===== src/irc_fse_pkg.sv =====
// ----------------------------------------------------------------------------
// irc_fse_pkg
// Types, constants and helper functions shared by the formatting-code
// stripper and markup escaper.
// ----------------------------------------------------------------------------
package irc_fse_pkg;

   localparam int QDepth = 4;
   localparam int QAddrW = $clog2(QDepth);
   localparam int QCntW  = $clog2(QDepth + 1);

   localparam logic [7:0] ChColor   = 8'h03;
   localparam logic [7:0] ChBold    = 8'h02;
   localparam logic [7:0] ChBlink   = 8'h06;
   localparam logic [7:0] ChPlain   = 8'h0f;
   localparam logic [7:0] ChReverse = 8'h16;
   localparam logic [7:0] ChItalic  = 8'h1d;
   localparam logic [7:0] ChUnder   = 8'h1f;
   localparam logic [7:0] ChNul     = 8'h00;
   localparam logic [7:0] ChComma   = 8'h2c;
   localparam logic [7:0] ChZero    = 8'h30;
   localparam logic [7:0] ChAmp     = 8'h26;
   localparam logic [7:0] ChLt      = 8'h3c;
   localparam logic [7:0] ChGt      = 8'h3e;
   localparam logic [7:0] ChApos    = 8'h27;
   localparam logic [7:0] ChQuot    = 8'h22;
   localparam logic [7:0] ChSemi    = 8'h3b;
   localparam logic [7:0] ChLowA    = 8'h61;
   localparam logic [7:0] Radix     = 8'd10;
   localparam logic [1:0] MaxDigits = 2'd2;

   typedef enum logic [3:0] {
      PH_IDLE  = 4'b0001,
      PH_FG    = 4'b0010,
      PH_COMMA = 4'b0100,
      PH_BG    = 4'b1000
   } phase_type;

   typedef enum logic [1:0] {
      K_NONE = 2'd0,
      K_BYTE = 2'd1,
      K_ENT  = 2'd2,
      K_HEX  = 2'd3
   } kind_type;

   typedef struct packed {
      logic [7:0] data;
      kind_type   kind;
      logic       pre_comma;
      logic       post_comma;
      logic       last;
   } desc_type;

   function automatic logic is_digit(input logic [7:0] b);
      return (b >= ChZero) && (b < ChZero + Radix);
   endfunction

   function automatic logic is_strip(input logic [7:0] b);
      return b inside {ChBold, ChBlink, ChPlain, ChReverse, ChItalic, ChUnder, ChNul};
   endfunction

   function automatic logic is_entity(input logic [7:0] b);
      return b inside {ChAmp, ChLt, ChGt, ChApos, ChQuot};
   endfunction

   function automatic logic is_ctrl(input logic [7:0] b);
      return b inside {[8'h01:8'h08], 8'h0b, 8'h0c, [8'h0e:8'h1f]};
   endfunction

   function automatic logic [2:0] utf8_extra(input logic [7:0] b);
      logic [2:0] n;
      n = 3'd0;
      if (b inside {[8'hc0:8'hdf]}) n = 3'd1;
      else if (b inside {[8'he0:8'hef]}) n = 3'd2;
      else if (b inside {[8'hf0:8'hf7]}) n = 3'd3;
      else if (b inside {[8'hf8:8'hfb]}) n = 3'd4;
      else if (b inside {[8'hfc:8'hfd]}) n = 3'd5;
      return n;
   endfunction

   function automatic logic [7:0] hex_char(input logic [3:0] d);
      logic [7:0] c;
      if (d < 4'd10) c = ChZero + {4'd0, d};
      else c = ChLowA + {4'd0, d} - 8'd10;
      return c;
   endfunction

   function automatic logic [2:0] body_len(input kind_type kind, input logic [7:0] b);
      logic [2:0] n;
      case (kind)
         K_NONE: n = 3'd0;
         K_BYTE: n = 3'd1;
         K_ENT: begin
            case (b)
               ChAmp:   n = 3'd5;
               ChLt:    n = 3'd4;
               ChGt:    n = 3'd4;
               default: n = 3'd6;
            endcase
         end
         K_HEX:   n = (b >= 8'h10) ? 3'd6 : 3'd5;
         default: n = 3'd0;
      endcase
      return n;
   endfunction

   // character k of the expansion, strings left-justified in 48 bits
   function automatic logic [7:0] body_byte(input kind_type kind, input logic [7:0] b,
                                            input logic [2:0] k);
      logic [47:0] s;
      logic [7:0]  c;
      case (kind)
         K_ENT: begin
            case (b)
               ChAmp:   s = {"&amp;", 8'h00};
               ChLt:    s = {"&lt;", 16'h0000};
               ChGt:    s = {"&gt;", 16'h0000};
               ChApos:  s = "&apos;";
               default: s = "&quot;";
            endcase
         end
         K_HEX: begin
            if (b >= 8'h10) s = {"&#x", hex_char(b[7:4]), hex_char(b[3:0]), ChSemi};
            else s = {"&#x", hex_char(b[3:0]), ChSemi, 8'h00};
         end
         default: s = {b, 40'd0};
      endcase
      c = s[47 - 8 * k -: 8];
      return c;
   endfunction

endpackage


===== src/irc_fse_front.sv =====
// ----------------------------------------------------------------------------
// irc_fse_front
// Takes input words, tracks color-code and utf-8 state and classifies each
// byte into a descriptor for the expansion stage.
// ----------------------------------------------------------------------------
module irc_fse_front
   import irc_fse_pkg::*;
(
   input  logic       clock,
   input  logic       reset,
   input  logic       accept,
   input  logic [7:0] in_byte,
   input  logic       in_last,
   output logic       push,
   output desc_type   desc
);

   phase_type  phase_ff, phase_in;
   logic [1:0] count_ff, count_in;
   logic [2:0] utf_ff, utf_in;
   logic       plain;
   logic       pre;
   logic       post;
   kind_type   kind;

   always_comb begin
      phase_in = phase_ff;
      count_in = count_ff;
      utf_in   = utf_ff;
      plain    = 1'b0;
      pre      = 1'b0;
      kind     = K_NONE;
      if (utf_ff != 3'd0) begin
         utf_in = utf_ff - 3'd1;
         kind   = K_BYTE;
      end else begin
         case (phase_ff)
            PH_FG: begin
               if (is_digit(in_byte) && (count_ff < MaxDigits)) begin
                  count_in = count_ff + 2'd1;
               end else if (in_byte == ChComma) begin
                  phase_in = PH_COMMA;
               end else begin
                  phase_in = PH_IDLE;
                  plain    = 1'b1;
               end
            end
            PH_COMMA: begin
               if (is_digit(in_byte)) begin
                  phase_in = PH_BG;
                  count_in = 2'd1;
               end else begin
                  phase_in = PH_IDLE;
                  pre      = 1'b1;
                  plain    = 1'b1;
               end
            end
            PH_BG: begin
               if (is_digit(in_byte) && (count_ff < MaxDigits)) begin
                  count_in = count_ff + 2'd1;
                  if (count_ff + 2'd1 >= MaxDigits) phase_in = PH_IDLE;
               end else begin
                  phase_in = PH_IDLE;
                  plain    = 1'b1;
               end
            end
            default: begin
               phase_in = PH_IDLE;
               plain    = 1'b1;
            end
         endcase
      end
      if (plain) begin
         if (in_byte == ChColor) begin
            phase_in = PH_FG;
            count_in = 2'd0;
         end else if (!is_strip(in_byte)) begin
            if (in_byte[7]) begin
               utf_in = utf8_extra(in_byte);
               kind   = K_BYTE;
            end else if (is_entity(in_byte)) begin
               kind = K_ENT;
            end else if (is_ctrl(in_byte)) begin
               kind = K_HEX;
            end else begin
               kind = K_BYTE;
            end
         end
      end
      post = in_last && (phase_in == PH_COMMA);
      if (in_last) begin
         phase_in = PH_IDLE;
         count_in = 2'd0;
         utf_in   = 3'd0;
      end
   end

   assign desc.data       = in_byte;
   assign desc.kind       = kind;
   assign desc.pre_comma  = pre;
   assign desc.post_comma = post;
   assign desc.last       = in_last;
   assign push = accept && ((kind != K_NONE) || pre || post || in_last);

   always_ff @(posedge clock) begin
      if (reset) begin
         phase_ff <= PH_IDLE;
         count_ff <= 2'd0;
         utf_ff   <= 3'd0;
      end else if (accept) begin
         phase_ff <= phase_in;
         count_ff <= count_in;
         utf_ff   <= utf_in;
      end
   end

endmodule


===== src/irc_fse_queue.sv =====
// ----------------------------------------------------------------------------
// irc_fse_queue
// Short descriptor queue between the classifier and the expansion stage.
// ----------------------------------------------------------------------------
module irc_fse_queue
   import irc_fse_pkg::*;
(
   input  logic     clock,
   input  logic     reset,
   input  logic     push,
   input  desc_type push_desc,
   input  logic     pop,
   output desc_type head,
   output logic     head_valid,
   output logic     full
);

   desc_type          mem_ff [QDepth];
   logic [QAddrW-1:0] wr_ptr_ff, wr_ptr_in;
   logic [QAddrW-1:0] rd_ptr_ff, rd_ptr_in;
   logic [QCntW-1:0]  count_ff, count_in;

   assign head       = mem_ff[rd_ptr_ff];
   assign head_valid = (count_ff != '0);
   assign full       = (count_ff == QCntW'(QDepth));

   always_comb begin
      wr_ptr_in = push ? wr_ptr_ff + QAddrW'(1) : wr_ptr_ff;
      rd_ptr_in = pop ? rd_ptr_ff + QAddrW'(1) : rd_ptr_ff;
      count_in  = count_ff + QCntW'(push) - QCntW'(pop);
   end

   always_ff @(posedge clock) begin
      if (reset) begin
         wr_ptr_ff <= '0;
         rd_ptr_ff <= '0;
         count_ff  <= '0;
      end else begin
         wr_ptr_ff <= wr_ptr_in;
         rd_ptr_ff <= rd_ptr_in;
         count_ff  <= count_in;
      end
   end

   always_ff @(posedge clock) begin
      if (push) begin
         mem_ff[wr_ptr_ff] <= push_desc;
      end
   end

endmodule


===== src/irc_fse_back.sv =====
// ----------------------------------------------------------------------------
// irc_fse_back
// Expands one descriptor into its output words, one per cycle while the
// receiver is ready, into a registered output stage.
// ----------------------------------------------------------------------------
module irc_fse_back
   import irc_fse_pkg::*;
(
   input  logic       clock,
   input  logic       reset,
   input  desc_type   head,
   input  logic       head_valid,
   output logic       pop,
   output logic       rsp_tvalid,
   input  logic       rsp_tready,
   output logic [7:0] rsp_tdata,  // [7:0] out_byte
   output logic [1:0] rsp_tuser,  // [0] has_byte, [1] run_last
   output logic       rsp_tlast
);

   logic [2:0] pos_ff, pos_in;
   logic       valid_ff, valid_in;
   logic [7:0] data_ff, data_in;
   logic       has_ff, has_in;
   logic       run_ff, run_in;
   logic       eot_ff, eot_in;
   logic [2:0] blen;
   logic [2:0] pre;
   logic [2:0] k;
   logic [2:0] total_raw;
   logic [2:0] total;
   logic       is_end;
   logic       load;

   always_comb begin
      blen      = body_len(head.kind, head.data);
      pre       = {2'b00, head.pre_comma};
      k         = pos_ff - pre;
      total_raw = pre + blen + {2'b00, head.post_comma};
      total     = (total_raw == 3'd0) ? 3'd1 : total_raw;
      is_end    = (pos_ff == total - 3'd1);
      load      = head_valid && (!valid_ff || rsp_tready);
      pop       = load && is_end;

      has_in = 1'b1;
      if (head.pre_comma && (pos_ff == 3'd0)) begin
         data_in = ChComma;
      end else if (k < blen) begin
         data_in = body_byte(head.kind, head.data, k);
      end else if (head.post_comma) begin
         data_in = ChComma;
      end else begin
         data_in = 8'h00;
         has_in  = 1'b0;
      end
      run_in = is_end;
      eot_in = is_end && head.last;

      if (load) pos_in = is_end ? 3'd0 : pos_ff + 3'd1;
      else pos_in = pos_ff;

      if (load) valid_in = 1'b1;
      else if (rsp_tready) valid_in = 1'b0;
      else valid_in = valid_ff;
   end

   always_ff @(posedge clock) begin
      if (reset) begin
         pos_ff   <= 3'd0;
         valid_ff <= 1'b0;
      end else begin
         pos_ff   <= pos_in;
         valid_ff <= valid_in;
      end
   end

   always_ff @(posedge clock) begin
      if (load) begin
         data_ff <= data_in;
         has_ff  <= has_in;
         run_ff  <= run_in;
         eot_ff  <= eot_in;
      end
   end

   assign rsp_tvalid = valid_ff;
   assign rsp_tdata  = data_ff;
   assign rsp_tuser  = {run_ff, has_ff};
   assign rsp_tlast  = eot_ff;

endmodule


===== src/irc_format_strip_escape.sv =====
// ----------------------------------------------------------------------------
// irc_format_strip_escape
// Chat text formatting-code stripper with markup escaping.
// ----------------------------------------------------------------------------
// The req stream carries one text byte per word, with req_tlast on the
// final byte of a fragment. Formatting and color codes are dropped, markup
// characters and controls are expanded to entities, utf-8 sequences pass.
// The rsp stream carries one output byte per word; rsp_tuser[0] is clear
// on a bare end marker, rsp_tuser[1] marks the last word caused by one
// input byte and rsp_tlast the last word of the fragment.
// The first word of an input byte passes through the queue and then the
// registered output stage. Plain bytes flow at one word per cycle while
// the receiver is ready; a byte that expands to n words (up to 7) holds
// the expansion stage while its output sequencer sends them. A four-entry
// queue decouples the classifier, so req_tready only drops when it fills.
// When the receiver stalls, the output word holds and the queue fills.
// Reset empties the queue and output stage and clears the color and utf-8
// state.
// ----------------------------------------------------------------------------
module irc_format_strip_escape
   import irc_fse_pkg::*;
(
   input  logic       clock,
   input  logic       reset,
   input  logic       req_tvalid,
   output logic       req_tready,
   input  logic [7:0] req_tdata,  // [7:0] in_byte
   input  logic       req_tlast,
   output logic       rsp_tvalid,
   input  logic       rsp_tready,
   output logic [7:0] rsp_tdata,  // [7:0] out_byte
   output logic [1:0] rsp_tuser,  // [0] has_byte, [1] run_last
   output logic       rsp_tlast
);

   logic     full;
   logic     accept;
   logic     push;
   desc_type push_desc;
   desc_type head;
   logic     head_valid;
   logic     pop;

   assign req_tready = !full;
   assign accept     = req_tvalid && req_tready;

   irc_fse_front u_front (
      .clock   (clock),
      .reset   (reset),
      .accept  (accept),
      .in_byte (req_tdata),
      .in_last (req_tlast),
      .push    (push),
      .desc    (push_desc)
   );

   irc_fse_queue u_queue (
      .clock      (clock),
      .reset      (reset),
      .push       (push),
      .push_desc  (push_desc),
      .pop        (pop),
      .head       (head),
      .head_valid (head_valid),
      .full       (full)
   );

   irc_fse_back u_back (
      .clock      (clock),
      .reset      (reset),
      .head       (head),
      .head_valid (head_valid),
      .pop        (pop),
      .rsp_tvalid (rsp_tvalid),
      .rsp_tready (rsp_tready),
      .rsp_tdata  (rsp_tdata),
      .rsp_tuser  (rsp_tuser),
      .rsp_tlast  (rsp_tlast)
   );

endmodule


===== config.mk =====
export PLATFORM = sky130hd
export DESIGN_NAME = irc_format_strip_escape
export DESIGN_NICKNAME = d
export VERILOG_FILES = /design/src/irc_fse_pkg.sv /design/src/irc_fse_front.sv /design/src/irc_fse_queue.sv /design/src/irc_fse_back.sv /design/src/irc_format_strip_escape.sv
export SDC_FILE = /design/constraint.sdc
export NUM_CORES = 1
export LEC_CHECK = 0
export ABC_CLOCK_PERIOD_IN_PS = 5250
export BUFFER_PORTS_ARGS = -buffer_cell sky130_fd_sc_hd__buf_2
export CAP_MARGIN = 20
export CORE_AREA = 4 4 118 92
export DETAILED_ROUTE_END_ITERATION = 6
export DIE_AREA = 0 0 122 96
export PLACE_DENSITY_LB_ADDON = 0.08
export SETUP_SLACK_MARGIN = 0.3
export SYNTH_ARGS = -nofsm -noshare
export SYNTH_HDL_FRONTEND = slang
export SYNTH_SLANG_ARGS = --single-unit

===== constraint.sdc =====
create_clock -name clock -period 5.25 [get_ports clock]
set_clock_uncertainty 0.15 [all_clocks]
set_input_delay 0.2625 -clock clock [delete_from_list [all_inputs] [get_ports clock]]
set_output_delay 0.2625 -clock clock [all_outputs]
set_load 0.01 [all_outputs]

==> results.yml <==
power_and_ir_drop:
  power.share.sequential_pct: 25.3
  power_density_mw_per_mm2: 595
  p_int_mw: 2.16
  p_clk_share_pct: 17.4
  p_comb_share_pct: 57.3
  netSwitchingFraction_pct: 40.7
  vdd_drop_max_mv: 0.441
  p_leak_nw: 2.27
  switchingPower_mw: 1.48
layout:
  drive_above_1_share_pct: 24.6
  fin_nets: 594
  n_antenna_cell: 0
  fin_area_mm2: 0.00612
  areaGrowthSynthToFinish_pct: 18.3
sta:
  layout_min_cycle_time_ns: 5.21
  maxSlewHeadroom_pct: 41.4
  hold_violations: 0
  fin_ws_ns: 0.0450
  worst_pin_slew_ns: 0.857
  finalCritPeriodShare_pct: 99.1
  whs_ns: 0.0594
  setup_violations: 0
  final_max_slew_viol_count: 0
  fmax_mhz: 192
  rsz0062_at_grt: "yes"
place:
  dp_hpwl_um: 9170
  io_buffers: 25
  gp_congestion: 0.998
  postPlaceCellArea_mm2: 0.00556
  place_ws_ns: -0.0254
floorplanning:
  core_mm2: 0.00958
  ios: 26
  start_util_pct: 54.0
  die_area_mm2: 0.0117
  rows: 31
  die_w_um: 122
  die_h_um: 96
global_route:
  track_usage_pct: 23.0
  grt_pass1_wl_um: 20700
  antenna_found_initial: 0
  grt_overflow_total: 0
  grt_max_degree: 23
  grt_pass1_vias: 3926
worst_setup_path:
  crit_arrival_ns: 5.26
  cp_slowest_stage_delay_ns: 0.55
  critical_path_class: "reg2reg"
  end_kind: "flip-flop"
  path_delay_family: "adder cells"
  slowest_stage: "mux4_2"
  crit_path_frequent_cell: "inv_2"
  crit_required_ns: 5.31
  start_kind: "flip-flop"
  r2r_slack_ns: 0.04
  path_buf_inv: 7
  path_max_fanout: 4
cts:
  cts_tree: "done"
  root_buffer: "clkbuf_16"
  clk_latency_ns: 0.33
  path_clk_slew_ns: 0.06
  cts_inserted_buffers: 9
  clkSinkCount: 85
  htreeDepth: 3
  clockBufferDepth: 2
routing:
  wl_per_cell_um: 18.7
  routed_wirelength_um: 12900
  vias: 4160
  drc: 0
  dr.first_iter.drc_count: 391
  drt_pass1_iterations: 5
  antenna_left: 0
  viasPerCell: 6.01
yosys:
  yosys-top-cells-area: "edfxtp_1 (37%), dfxtp_1 (8.5%), ha_1 (5.8%)"
  yosys-top-cells-count: "edfxtp_1 (63), a21oi_1 (43), nor2_1 (39), nand2_1 (37), inv_1 (33)"
  synth_top_area_share_pct: 36.5
  synth-seq-cells: 85
  yosysSeqAreaShare_pct: 45.1
  synth_top_area_cell: "edfxtp_1"
  syn_inst: 506
  ys_warn_count: 0
  async_flop_share_pct: 0
  synth_edf_count: 63
  syn_area_mm2: 0.00518
  synth_fp_nets: 545
  post-synth-top-count-cell: "edfxtp_1"
  synth_ff_type: "edfxtp_1"
  syn_area_per_cell_um2: 10.2
  yosysUniqueCellTypes: 74
worst_hold_path:
  hold_path.class: "in2reg"
outcome:
  status: "finished clean"
run:
  maxCapViolCount: 0
-- cell usage in the layout (no fill, tap or decap), types with 9 or more instances in the layout --
cell type,count
buf_2,25
nor2_1,38
inv_1,24
o21ai_0,25
a21oi_1,42
ha_1,19
nor3_1,10
nand2_1,37
edfxtp_1,63
buf_4,35
clkbuf_16,9
dfxtp_1,21
mux4_2,13
nand3_1,22
-- state kept, by name, indices dropped and copies added, names as in the netlist, named ones only --
name and count:
u_queue.mem_ff 52, u_back.pos_ff 3, u_back.rsp_tlast 1, u_back.has_ff 1, u_front.utf_ff 3, u_queue.count_ff 3
u_back.run_ff 1, u_queue.wr_ptr_ff 2, u_front.phase_ff 4, u_back.rsp_tvalid 1, u_back.rsp_tdata 8, u_queue.rd_ptr_ff 2
u_front.count_ff 2
-- routing by layer --
metal  vias up  global-route usage, %  routed length (um)
li1       1972                      -                   -
met2       185                   35.5                5900
met4         0                   7.09                 277
met1      1969                   33.1                5820
met3        34                   4.29                 951
met5         -                      0                   0
-- worst register-to-register path: cells and delay by family (launching register included) --
family	cells	cell delay, ns
AOI/OAI and AO/OA	3	0.50
xor gates and xnor gates	5	0.71
adders and majority gates	7	1.47
buffers and inverters	7	0.47
DFF	1	0.38
muxes	1	0.55
and+or+nand+nor	5	0.86
-- power by group through the flow --
stage / logic (mW) / registers [mW] / clock network [mW]
after global routing: 2.25 / 0.932 / 0.674
after global placement: 1.66 / 0.927 / 0
final: 2.09 / 0.923 / 0.633
after CTS: 1.91 / 0.921 / 0.641
after floorplan: 1.21 / 0.941 / 0
after detailed placement: 1.65 / 0.932 / 0
-- path summary, 6_finish.rpt --
kind | depth (start not counted) | to | start
worst max register to register | 28 | u_queue.count_ff[2] | flip-flop
worst min register to register | 2 | u_front.utf_ff[1] | u_front.utf_ff[1]
worst min-delay path | 4 | u_back.rsp_tvalid | rsp_tready
worst max-delay path | 28 | u_queue.count_ff[2] | flip-flop
-- repair_timing --
item                       4_1_cts  5_1_grt
setup endpoints to repair        2        5
buffers inserted                13        1
hold buffers                     0        0
gates resized for setup         18       17
pin swaps                       15       14
-- cell families after synthesis --
group                      synth area share, %
muxes                                     6.57
AOI/OAI and AO/OA                         16.4
adders and majority gates                 6.57
DFF                                       45.1
xor gates and xnor gates                  2.71
buffers and inverters                     5.34
and+or+nand+nor                           17.3
-- stage by stage --
stage	util [%]	total power [mW]	std cells	TNS (ns)
after floorplan	-	2.16	506	-0.0375
after global placement	58.1	2.59	662	0
after detailed placement	58.1	2.58	662	-0.0254
after CTS	63.0	3.47	691	0
after global routing	63.9	3.86	692	-0.185
final	63.9	3.65	692	0
-- final cells by class --
class | count | area (um2)
clock buffer | 11 | 233
inverter | 35 | 134
fill | 761 | 3460
timing repair buffer | 67 | 467
clock inverter | 5 | 61.3
tap | 132 | 165
sequential | 85 | 2340
multi-input combinational | 357 | 2730
(Power assumes the default switching activity.)
